<file path="src/rtl/sm3_pkg.sv">
package sm3_pkg;

    typedef struct packed {
        logic [7:0] msg_byte;
        logic       byte_present;
        logic       is_last;
    } sm3_in_t;

    typedef struct packed {
        logic [31:0] digest_word;
        logic [2:0]  word_index;
        logic        last_word;
    } sm3_out_t;

    localparam logic [31:0] T_LOW  = 32'h79CC4519;
    localparam logic [31:0] T_HIGH = 32'h7A879D8A;
    localparam logic [7:0]  PAD_BYTE = 8'h80;

    localparam logic [255:0] SM3_IV = {
        32'h7380166F, 32'h4914B2B9, 32'h172442D7, 32'hDA8A0600,
        32'hA96F30BC, 32'h163138AA, 32'hE38DEE4D, 32'hB0FB0E4E
    };

    function automatic logic [31:0] rotl(input logic [31:0] x, input logic [4:0] n);
        logic [63:0] d;
        begin
            d = {x, x} << n;
            rotl = d[63:32];
        end
    endfunction

    function automatic logic [31:0] perm0(input logic [31:0] x);
        perm0 = x ^ rotl(x, 5'd9) ^ rotl(x, 5'd17);
    endfunction

    function automatic logic [31:0] perm1(input logic [31:0] x);
        perm1 = x ^ rotl(x, 5'd15) ^ rotl(x, 5'd23);
    endfunction

endpackage

</file>
<file path="src/rtl/sm3_stream_if.sv">
interface sm3_stream_if #(parameter int W = 1);
    logic         valid;
    logic         ready;
    logic [W-1:0] data;
    modport source (output valid, output data, input ready);
    modport sink (input valid, input data, output ready);
endinterface

</file>
<file path="src/rtl/sm3_hash_engine_top.sv">
// SM3 hash engine. The input channel carries one message byte per beat with
// byte_present and is_last flags; the output channel carries the eight digest
// words, one per beat, word 0 first, with last_word set on word 7.
// A byte that does not complete a 64-byte block passes through the accept
// state and back to idle. A byte that completes a block starts a compression:
// a load state fills the round registers, 64 rounds run at one round a cycle
// on a single shared round unit, and a fold state folds the result into the
// chaining value before the engine is ready again. A last beat pads the block
// and runs one or two compressions, then presents the digest words. The
// engine takes no new byte until all eight words are taken.
// If the receiver stalls, the current word holds until it is accepted.
// Reset returns the chaining value to the SM3 initial value, clears the
// byte count and leaves the engine idle and ready.
module sm3_hash_engine_top
    import sm3_pkg::*;
(
    input  logic         clk,
    input  logic         rst_n,
    sm3_stream_if.sink   in_ch,
    sm3_stream_if.source out_ch
);

    localparam logic [2:0] ST_IDLE = 3'd0;
    localparam logic [2:0] ST_PAD  = 3'd1;
    localparam logic [2:0] ST_LEN  = 3'd2;
    localparam logic [2:0] ST_RND  = 3'd3;
    localparam logic [2:0] ST_FOLD = 3'd4;
    localparam logic [2:0] ST_OUT  = 3'd5;
    localparam logic [2:0] ST_ACC  = 3'd6;
    localparam logic [2:0] ST_LOAD = 3'd7;

    logic [2:0]   state_reg;
    logic         fin_reg;
    logic         second_reg;
    logic [60:0]  cnt_reg;
    logic [5:0]   pos_reg;
    logic [6:0]   rnd_reg;
    logic [2:0]   widx_reg;
    logic [31:0]  buf_reg [16];
    logic [31:0]  win_reg [16];
    logic [31:0]  v_reg [8];
    logic [31:0]  wk_reg [8];
    sm3_in_t      in_reg;

    sm3_in_t in_d;
    assign in_d = sm3_in_t'(in_ch.data);

    assign in_ch.ready  = (state_reg == ST_IDLE);
    assign out_ch.valid = (state_reg == ST_OUT);
    assign out_ch.data  = {v_reg[widx_reg], widx_reg, widx_reg == 3'd7};

    logic [3:0]  r4;
    logic [31:0] a, b, c, d, e, f, g, h, w, w4, tc, ff, gg, a12, ss1, ss2, tt1, tt2, wn;
    always_comb
    begin
        r4 = rnd_reg[3:0];
        a = wk_reg[0]; b = wk_reg[1]; c = wk_reg[2]; d = wk_reg[3];
        e = wk_reg[4]; f = wk_reg[5]; g = wk_reg[6]; h = wk_reg[7];
        w  = win_reg[r4];
        w4 = win_reg[r4 + 4'd4];
        tc = (rnd_reg < 7'd16) ? T_LOW : T_HIGH;
        if (rnd_reg < 7'd16)
        begin
            ff = a ^ b ^ c;
            gg = e ^ f ^ g;
        end
        else
        begin
            ff = (a & b) | (a & c) | (b & c);
            gg = (e & f) | (~e & g);
        end
        a12 = rotl(a, 5'd12);
        ss1 = rotl(a12 + e + rotl(tc, rnd_reg[4:0]), 5'd7);
        ss2 = ss1 ^ a12;
        tt1 = ff + d + ss2 + (w ^ w4);
        tt2 = gg + h + ss1 + w;
        wn = perm1(win_reg[r4] ^ win_reg[r4 + 4'd7] ^ rotl(win_reg[r4 + 4'd13], 5'd15))
             ^ rotl(win_reg[r4 + 4'd3], 5'd7) ^ win_reg[r4 + 4'd10];
    end

    // Byte insertion into the block buffer, shared by message bytes and the pad byte.
    logic [31:0] merged;
    logic [7:0]  put_val;
    always_comb
    begin
        put_val = (state_reg == ST_ACC) ? in_reg.msg_byte : PAD_BYTE;
        merged = buf_reg[pos_reg[5:2]];
        case (pos_reg[1:0])
            2'd0: merged = {put_val, 24'd0};
            2'd1: merged[23:16] = put_val;
            2'd2: merged[15:8] = put_val;
            default: merged[7:0] = put_val;
        endcase
    end

    always_ff @(posedge clk)
    begin
        if (state_reg == ST_IDLE && in_ch.valid)
            in_reg <= in_d;
        if (state_reg == ST_ACC && in_reg.byte_present)
            buf_reg[pos_reg[5:2]] <= merged;
        if (state_reg == ST_PAD)
        begin
            if (!second_reg)
                buf_reg[pos_reg[5:2]] <= merged;
            for (int i = 0; i < 16; i++)
                if (second_reg || 4'(i) > pos_reg[5:2])
                    buf_reg[i] <= 32'd0;
        end
        if (state_reg == ST_LEN)
        begin
            buf_reg[14] <= {cnt_reg[60:29]};
            buf_reg[15] <= {cnt_reg[28:0], 3'b000};
        end
        if (state_reg == ST_RND)
        begin
            win_reg[r4] <= wn;
            wk_reg[3] <= c;
            wk_reg[2] <= rotl(b, 5'd9);
            wk_reg[1] <= a;
            wk_reg[0] <= tt1;
            wk_reg[7] <= g;
            wk_reg[6] <= rotl(f, 5'd19);
            wk_reg[5] <= e;
            wk_reg[4] <= perm0(tt2);
        end
        else
        begin
            for (int i = 0; i < 16; i++)
                win_reg[i] <= buf_reg[i];
            for (int i = 0; i < 8; i++)
                wk_reg[i] <= v_reg[i];
        end
    end

    always_ff @(posedge clk or negedge rst_n)
    begin
        if (!rst_n)
        begin
            state_reg  <= ST_IDLE;
            fin_reg    <= 1'b0;
            second_reg <= 1'b0;
            cnt_reg    <= '0;
            pos_reg    <= '0;
            rnd_reg    <= '0;
            widx_reg   <= '0;
            for (int i = 0; i < 8; i++)
                v_reg[i] <= SM3_IV[255 - 32*i -: 32];
        end
        else
        begin
            case (state_reg)
                ST_IDLE:
                begin
                    pos_reg <= cnt_reg[5:0];
                    if (in_ch.valid)
                        state_reg <= ST_ACC;
                end
                ST_ACC:
                begin
                    fin_reg <= 1'b0;
                    second_reg <= 1'b0;
                    if (in_reg.byte_present)
                    begin
                        cnt_reg <= cnt_reg + 61'd1;
                        pos_reg <= pos_reg + 6'd1;
                    end
                    rnd_reg <= '0;
                    if (in_reg.byte_present && pos_reg == 6'd63)
                        state_reg <= ST_LOAD;
                    else if (in_reg.is_last)
                        state_reg <= ST_PAD;
                    else
                        state_reg <= ST_IDLE;
                end
                ST_PAD:
                begin
                    rnd_reg <= '0;
                    if (!second_reg && pos_reg >= 6'd56)
                    begin
                        second_reg <= 1'b1;
                        state_reg <= ST_LOAD;
                    end
                    else
                        state_reg <= ST_LEN;
                end
                ST_LEN:
                begin
                    second_reg <= 1'b0;
                    fin_reg <= 1'b1;
                    rnd_reg <= '0;
                    state_reg <= ST_LOAD;
                end
                ST_LOAD:
                begin
                    state_reg <= ST_RND;
                end
                ST_RND:
                begin
                    rnd_reg <= rnd_reg + 7'd1;
                    if (rnd_reg == 7'd63)
                        state_reg <= ST_FOLD;
                end
                ST_FOLD:
                begin
                    for (int i = 0; i < 8; i++)
                        v_reg[i] <= v_reg[i] ^ wk_reg[i];
                    widx_reg <= '0;
                    if (second_reg)
                        state_reg <= ST_PAD;
                    else if (fin_reg)
                        state_reg <= ST_OUT;
                    else if (in_reg.is_last)
                        state_reg <= ST_PAD;
                    else
                        state_reg <= ST_IDLE;
                end
                ST_OUT:
                begin
                    if (out_ch.ready)
                    begin
                        widx_reg <= widx_reg + 3'd1;
                        if (widx_reg == 3'd7)
                        begin
                            for (int i = 0; i < 8; i++)
                                v_reg[i] <= SM3_IV[255 - 32*i -: 32];
                            cnt_reg <= '0;
                            fin_reg <= 1'b0;
                            state_reg <= ST_IDLE;
                        end
                    end
                end
                default: state_reg <= ST_IDLE;
            endcase
        end
    end

endmodule

</file>
<file path="src/flat_wrapper.sv">
// flat-port wrapper written by rule: the top's interface ports become plain ports
module sm3_hash_engine_top_flat import sm3_pkg::*;
  (clk, rst_n, in_ch_valid, in_ch_data, in_ch_ready, out_ch_valid, out_ch_data, out_ch_ready);
  sm3_stream_if in_ch_i ();
  sm3_stream_if out_ch_i ();
  input  logic clk;
  input  logic rst_n;
  input wire logic [$bits(in_ch_i.valid)-1:0] in_ch_valid;
  input wire logic [$bits(in_ch_i.data)-1:0] in_ch_data;
  output wire logic [$bits(in_ch_i.ready)-1:0] in_ch_ready;
  output wire logic [$bits(out_ch_i.valid)-1:0] out_ch_valid;
  output wire logic [$bits(out_ch_i.data)-1:0] out_ch_data;
  input wire logic [$bits(out_ch_i.ready)-1:0] out_ch_ready;
  assign in_ch_i.valid = in_ch_valid;
  assign in_ch_i.data = in_ch_data;
  assign in_ch_ready = in_ch_i.ready;
  assign out_ch_valid = out_ch_i.valid;
  assign out_ch_data = out_ch_i.data;
  assign out_ch_i.ready = out_ch_ready;
  sm3_hash_engine_top u_core (.clk(clk), .rst_n(rst_n), .in_ch(in_ch_i), .out_ch(out_ch_i));
endmodule
</file>
<file path="config.mk">
export PLATFORM = sky130hd
export DESIGN_NAME = sm3_hash_engine_top_flat
export DESIGN_NICKNAME = d
export VERILOG_FILES = /design/src/rtl/sm3_pkg.sv /design/src/rtl/sm3_stream_if.sv /design/src/rtl/sm3_hash_engine_top.sv /design/src/flat_wrapper.sv
export SDC_FILE = /design/constraint.sdc
export NUM_CORES = 1
export LEC_CHECK = 0
export BUFFER_PORTS_ARGS = -buffer_cell sky130_fd_sc_hd__buf_2
export CAP_MARGIN = 10
export CORE_MARGIN = 2
export CORE_UTILIZATION = 40
export CTS_CLUSTER_SIZE = 40
export DETAILED_ROUTE_END_ITERATION = 6
export PLACE_DENSITY = 0.61
export SYNTH_ARGS = -nofsm -noshare
export SYNTH_HDL_FRONTEND = slang
export SYNTH_SLANG_ARGS = --single-unit
</file>
<file path="constraint.sdc">
create_clock -name clk -period 1.7 [get_ports clk]
set_input_delay 0.51 -clock clk [delete_from_list [all_inputs] [get_ports clk]]
set_output_delay 0.51 -clock clk [all_outputs]
set_load 0.005 [all_outputs]
</file>
* Word-level counts from Yosys, hierarchy flattened
Index checks and enable logic that the tools add are counted.
Storage, ports and cells: word-level logic and storage cells 65, output and inout port bits 3, flip-flop bits (word level) 28
Operators by class: equal/unequal tests 14, bitwise gates (word level) 1, reduce and logical (&&, ||, !) cells 18, mux-type cells 21, order comparisons 1, $add $sub $neg 2
Operators with widths (count):
- $mux 3 | 8
- $mux 6 | 4
- $pmux 3 s8 | 1
- $eq 3x3->1 const B | 5
- $pmux 7 s2 | 1
- $reduce_bool 2->1 | 5
- $reduce_and 4->1 | 2
- $add 7x1->7 const B | 1
- $eq 7x6->1 const B | 1
- $eq 3x2->1 const B | 2
- $ge 6x6->1 const B | 1
- $ne 2x2->1 const B | 3
- $pmux 3 s2 | 1
- $reduce_and 2->1 | 3
- $mux 1 | 4
- $ne 2x1->1 const B | 2
- $add 3x1->3 const B | 1
- $eq 3x1->1 const B | 1
- $logic_not 3->1 | 1
- $pmux 1 s3 | 1
- $reduce_and 3->1 | 1
- $reduce_bool 3->1 | 1
- $reduce_or 3->1 | 1
- $logic_and 1x1->1 | 2
- 4 further kinds | 4

* Depth between registers and ports, before layout
depth in word-level cells 4, gate-level depth with buffers 6

* Worst setup path after synthesis
OpenSTA, ideal clock, no wires.
path type register to register, from register u_core.widx_reg[0], to register u_core.state_reg[2], stages on the path, launching flop included 7, library setup time 0.122 ns, period minus slack after synthesis 1.488 ns, setup slack 0.212 ns, data arrival time 1.366 ns, cells stage by stage dfrtp_1 ha_1 ha_1 nand2_1 a31oi_1 o22a_1 a32o_1
Between the ends: word-level cells in the longest chain between the ends 3
Ends and longest elaborated chain:
- start, declared | line sm3_hash_engine_top.sv:38 | logic [2:0] widx_reg;
- start signal, assigned | line sm3_hash_engine_top.sv:222 | widx_reg <= widx_reg + 3'd1;
- $eq 3x3->1
- via out_ch_data | line flat_wrapper.sv:12 | output wire logic [$bits(out_ch_i.data)-1:0] out_ch_data;
- $ne 2x1->1 (no source line)
- $reduce_and 4->1 (no source line)
- end signal, assigned | line sm3_hash_engine_top.sv:140 | state_reg <= ST_IDLE;
- end signal, assigned | line sm3_hash_engine_top.sv:157 | state_reg <= ST_ACC;
- end signal, assigned | line sm3_hash_engine_top.sv:170 | state_reg <= ST_LOAD;
- end, declared | line sm3_hash_engine_top.sv:32 | logic [2:0] state_reg;
The timed path passes the listed nets, and every way through them passes these cells. A chain may end at the register's enable or synchronous reset.

* Final worst setup path
from register u_core.widx_reg[1], to output port out_ch_data
Between the ends: word-level cells in the longest chain between the ends 1
Ends and longest elaborated chain:
- $eq 3x3->1 | line sm3_hash_engine_top.sv:50 | assign out_ch.data = {v_reg[widx_reg], widx_reg, widx_reg == 3'd7};
- end, declared | line flat_wrapper.sv:12
Every way passes these cells.

==> flow_summary.yaml <==
outcome:
  outcome: "finished, final reports clean"
pwr:
  power.net_switching_mw: 0.758
  power_leakage_nw: 0.496
  netSwitchingFraction_pct: 39.6
  clock_network_fraction_of_total_power_pct: 13.2
  vdd_ir_drop_max_v: 0.000991
  power.combinational.fraction_pct: 54.2
  cell_internal_pwr_mw: 1.15
  power_density_nw_per_um2: 1720
  power.sequential.fraction_pct: 32.6
detailed_routing:
  detail_route.wl_per_cell_um: 13.5
  drtAntennaViolNets: 0
  detailedRoute.firstPassIterationCount: 4
  drt_first_iter_violations: 27
  ratio_of_routed_vias_to_standard_cells: 5.46
  detailroute.via_count: 786
  drc: 0
  drt-total-wl_um: 1940
critical_path:
  crit_type: "flip-flop to output port"
  cp-end-kind: "output port"
  critical_path_required_ns: 1.19
  cp.arrival_ns: 1.16
  startpoint_type_of_the_worst_setup_path: "flip-flop"
  crit_fanout: 2
finish:
  synthToLayoutAreaGrowth_pct: 17.2
  leading_cell_type_in_the_layout_fill_and_taps_excluded: "dfrtp_1"
  drive_above_1_share_pct: 25.9
  fillerInstances: 216
  most-common-layout-cells: "dfrtp_1 (13), nor2_1 (11), buf_4 (11)"
  finish.net_count: 126
  largest_register_ff_count: 7
  n_antenna_cell: 0
  utilization_of_the_core_after_routing_pct: 49.6
synthesis:
  synth_seq_area_share_pct: 42.9
  synth_area_leaders: "dfrtp_1 (40%), ha_1 (5.3%), buf_6 (4.8%)"
  netlist.top_cell.by_area: "dfrtp_1"
  synth_fp_nets: 108
  synthesis.area_per_instance_um2: 9.55
  ys_types: 34
  yosys_register_bits: 16
  synth_top_area_share_pct: 39.7
  area_of_the_mapped_netlist_um2: 946
  netlist_instances: 99
  yosysWarningCount: 0
global_routing:
  antenna_found_initial: 0
  number_of_global_route_vias_before_repair: 738
  grt_start_max_net_pins: 16
  grt_first_pass_wirelength_um: 3330
  gr-total-overflow: 0
  grt_util_all_layers_pct: 16.3
timing:
  rsz0062_at_grt: "yes"
  final_count_of_negative_setup_slack_endpoints: 0
  max_clock_freq_mhz: 597
  worst_clock_skew_ns: 0.00563
  fin_crit_sh_pct: 98.5
  slew-limit-headroom_pct: 76.5
  fin_hold_ws_ns: 0.115
  final_max_slew_viol_count: 0
  minimum_clock_period_ns: 1.67
  hold_viol_final: 0
  setup_ws_ns: 0.0263
  timing_worst_slew_pin_value_ns: 0.352
clock_tree:
  clk_transition_reported_paths_ns: 0.10
  root_buffer: "clkbuf_4"
  htreeDepth: 1
  tritoncts: "built"
  cts_max_path_buffers: 2
  cts.sink_count: 16
  tritoncts.num_buffers: 3
  clock_latency_on_the_worst_skew_pair_ns: 0.29
placement:
  port_buffers: 7
  finalWeightedCongestion: 0.769
  detailed_place_hpwl_um: 1310
  preCtsSetupSlack_ns: 0.168
die:
  row_count: 17
  initial_core_util_pct: 42.4
  die-width_um: 52.6
  top_level_ports: 8
  core_area_um2: 2230
  dieHeight_um: 52.6
  die_area_um2: 2770
min_path:
  timing.hold.worst.class: "input pin to async pin"
run:
  drv.max_cap_violation_count: 0
## timing repair
action                     4_1_cts  5_1_grt
hold endpoints to repair         0        0
gates resized for setup          3        3
buffers inserted                 4        4
pin swaps                        0        2
hold buffers                     0        0
setup endpoints to repair        3        2
## layer usage
metal / wire length [um] / share of wire (%) / vias to the layer above / global-route usage, %
li1: - / - / 395 / -
met4: 12 / 0.62 / 0 / 2.56
met5: 0 / 0 / - / 0
met3: 105 / 5.4 / 2 / 5.71
met1: 921 / 47 / 370 / 22.0
met2: 902 / 46 / 19 / 25.6
## cell families after synthesis
group           count (synthesis)  share of synthesized area [%]
compound gates                 29                           20.2
flops                          16                           42.9
buf+inv                         7                           6.08
fa+ha+maj                       4                           5.29
simple gates                   41                           23.5
xor+xnor                        1                          0.926
mux                             1                           1.06
## through the flow
stage	instance area, um^2	TNS, ns	cells	power [mW]
floorplan	946	0	99	1.33
global placement	988	0	132	1.44
detailed placement	988	0	132	1.46
CTS	1060	-0.0233	140	1.79
global route	1110	-0.0279	144	2.08
finish	1110	0	144	1.91
## area by class of cell
cell class	instances	area, um^2	share of cell area [%]
Multi-Input combinational cell	76	498	44.9
Sequential cell	16	408	36.8
Tap cell	28	35.0	3.16
Clock buffer	4	36.3	3.27
Timing Repair Buffer	18	124	11.2
Inverter	2	7.51	0.677
## power groups by stage
stage / combinational (mW) / clock, mW / sequential (mW)
floorplan: 0.760 / 0 / 0.567
global placement: 0.793 / 0 / 0.650
detailed placement: 0.811 / 0 / 0.649
CTS: 0.913 / 0.262 / 0.620
global route: 1.16 / 0.280 / 0.641
finish: 1.04 / 0.253 / 0.622
## Yosys cell counts, drive strengths merged
library cell and n:
a21boi 1, a21oi 4, a221oi 1, a22o 3, a22oi 1, a31oi 5
a32o 1, and2 1, and2b 1, and3 1, buf 5, dfrtp 15
edfxtp 1, ha 4, inv 2, mux2i 1, nand2 9, nand2b 4
nand3 1, nand3b 1, nand4 3, nor2 12, nor2b 3, nor3 4
nor4 1, o21ai 9, o21bai 2, o22a 1, o31ai 1, xnor2 1
## final timing paths
| kind | startpoint | to | slack (ns) | cells after the start |
|---|---|---|---|---|
| setup reg to reg | u_core.widx_reg[1] | u_core.state_reg[2] | 0.23 | 6 |
| hold / removal | rst_n | u_core.rnd_reg[2] | 0.11 | 1 |
| setup / recovery | u_core.widx_reg[1] | out_ch_data | 0.03 | 3 |
| hold reg to reg | u_core.rnd_reg[0] | u_core.rnd_reg[0] | 0.53 | 1 |
| min in group clk | in_ch_data | u_core.in_reg[0] | 0.39 | 1 |
| max in group asynchronous | rst_n | u_core.state_reg[2] | 1.30 | 1 |
## critical path, stage by stage (launching register included)
cell,delay [ns]
dfrtp_1,0.39
ha_2,0.21
ha_4,0.16
buf_6,0.11
Power figures use the tool's default switching activity.
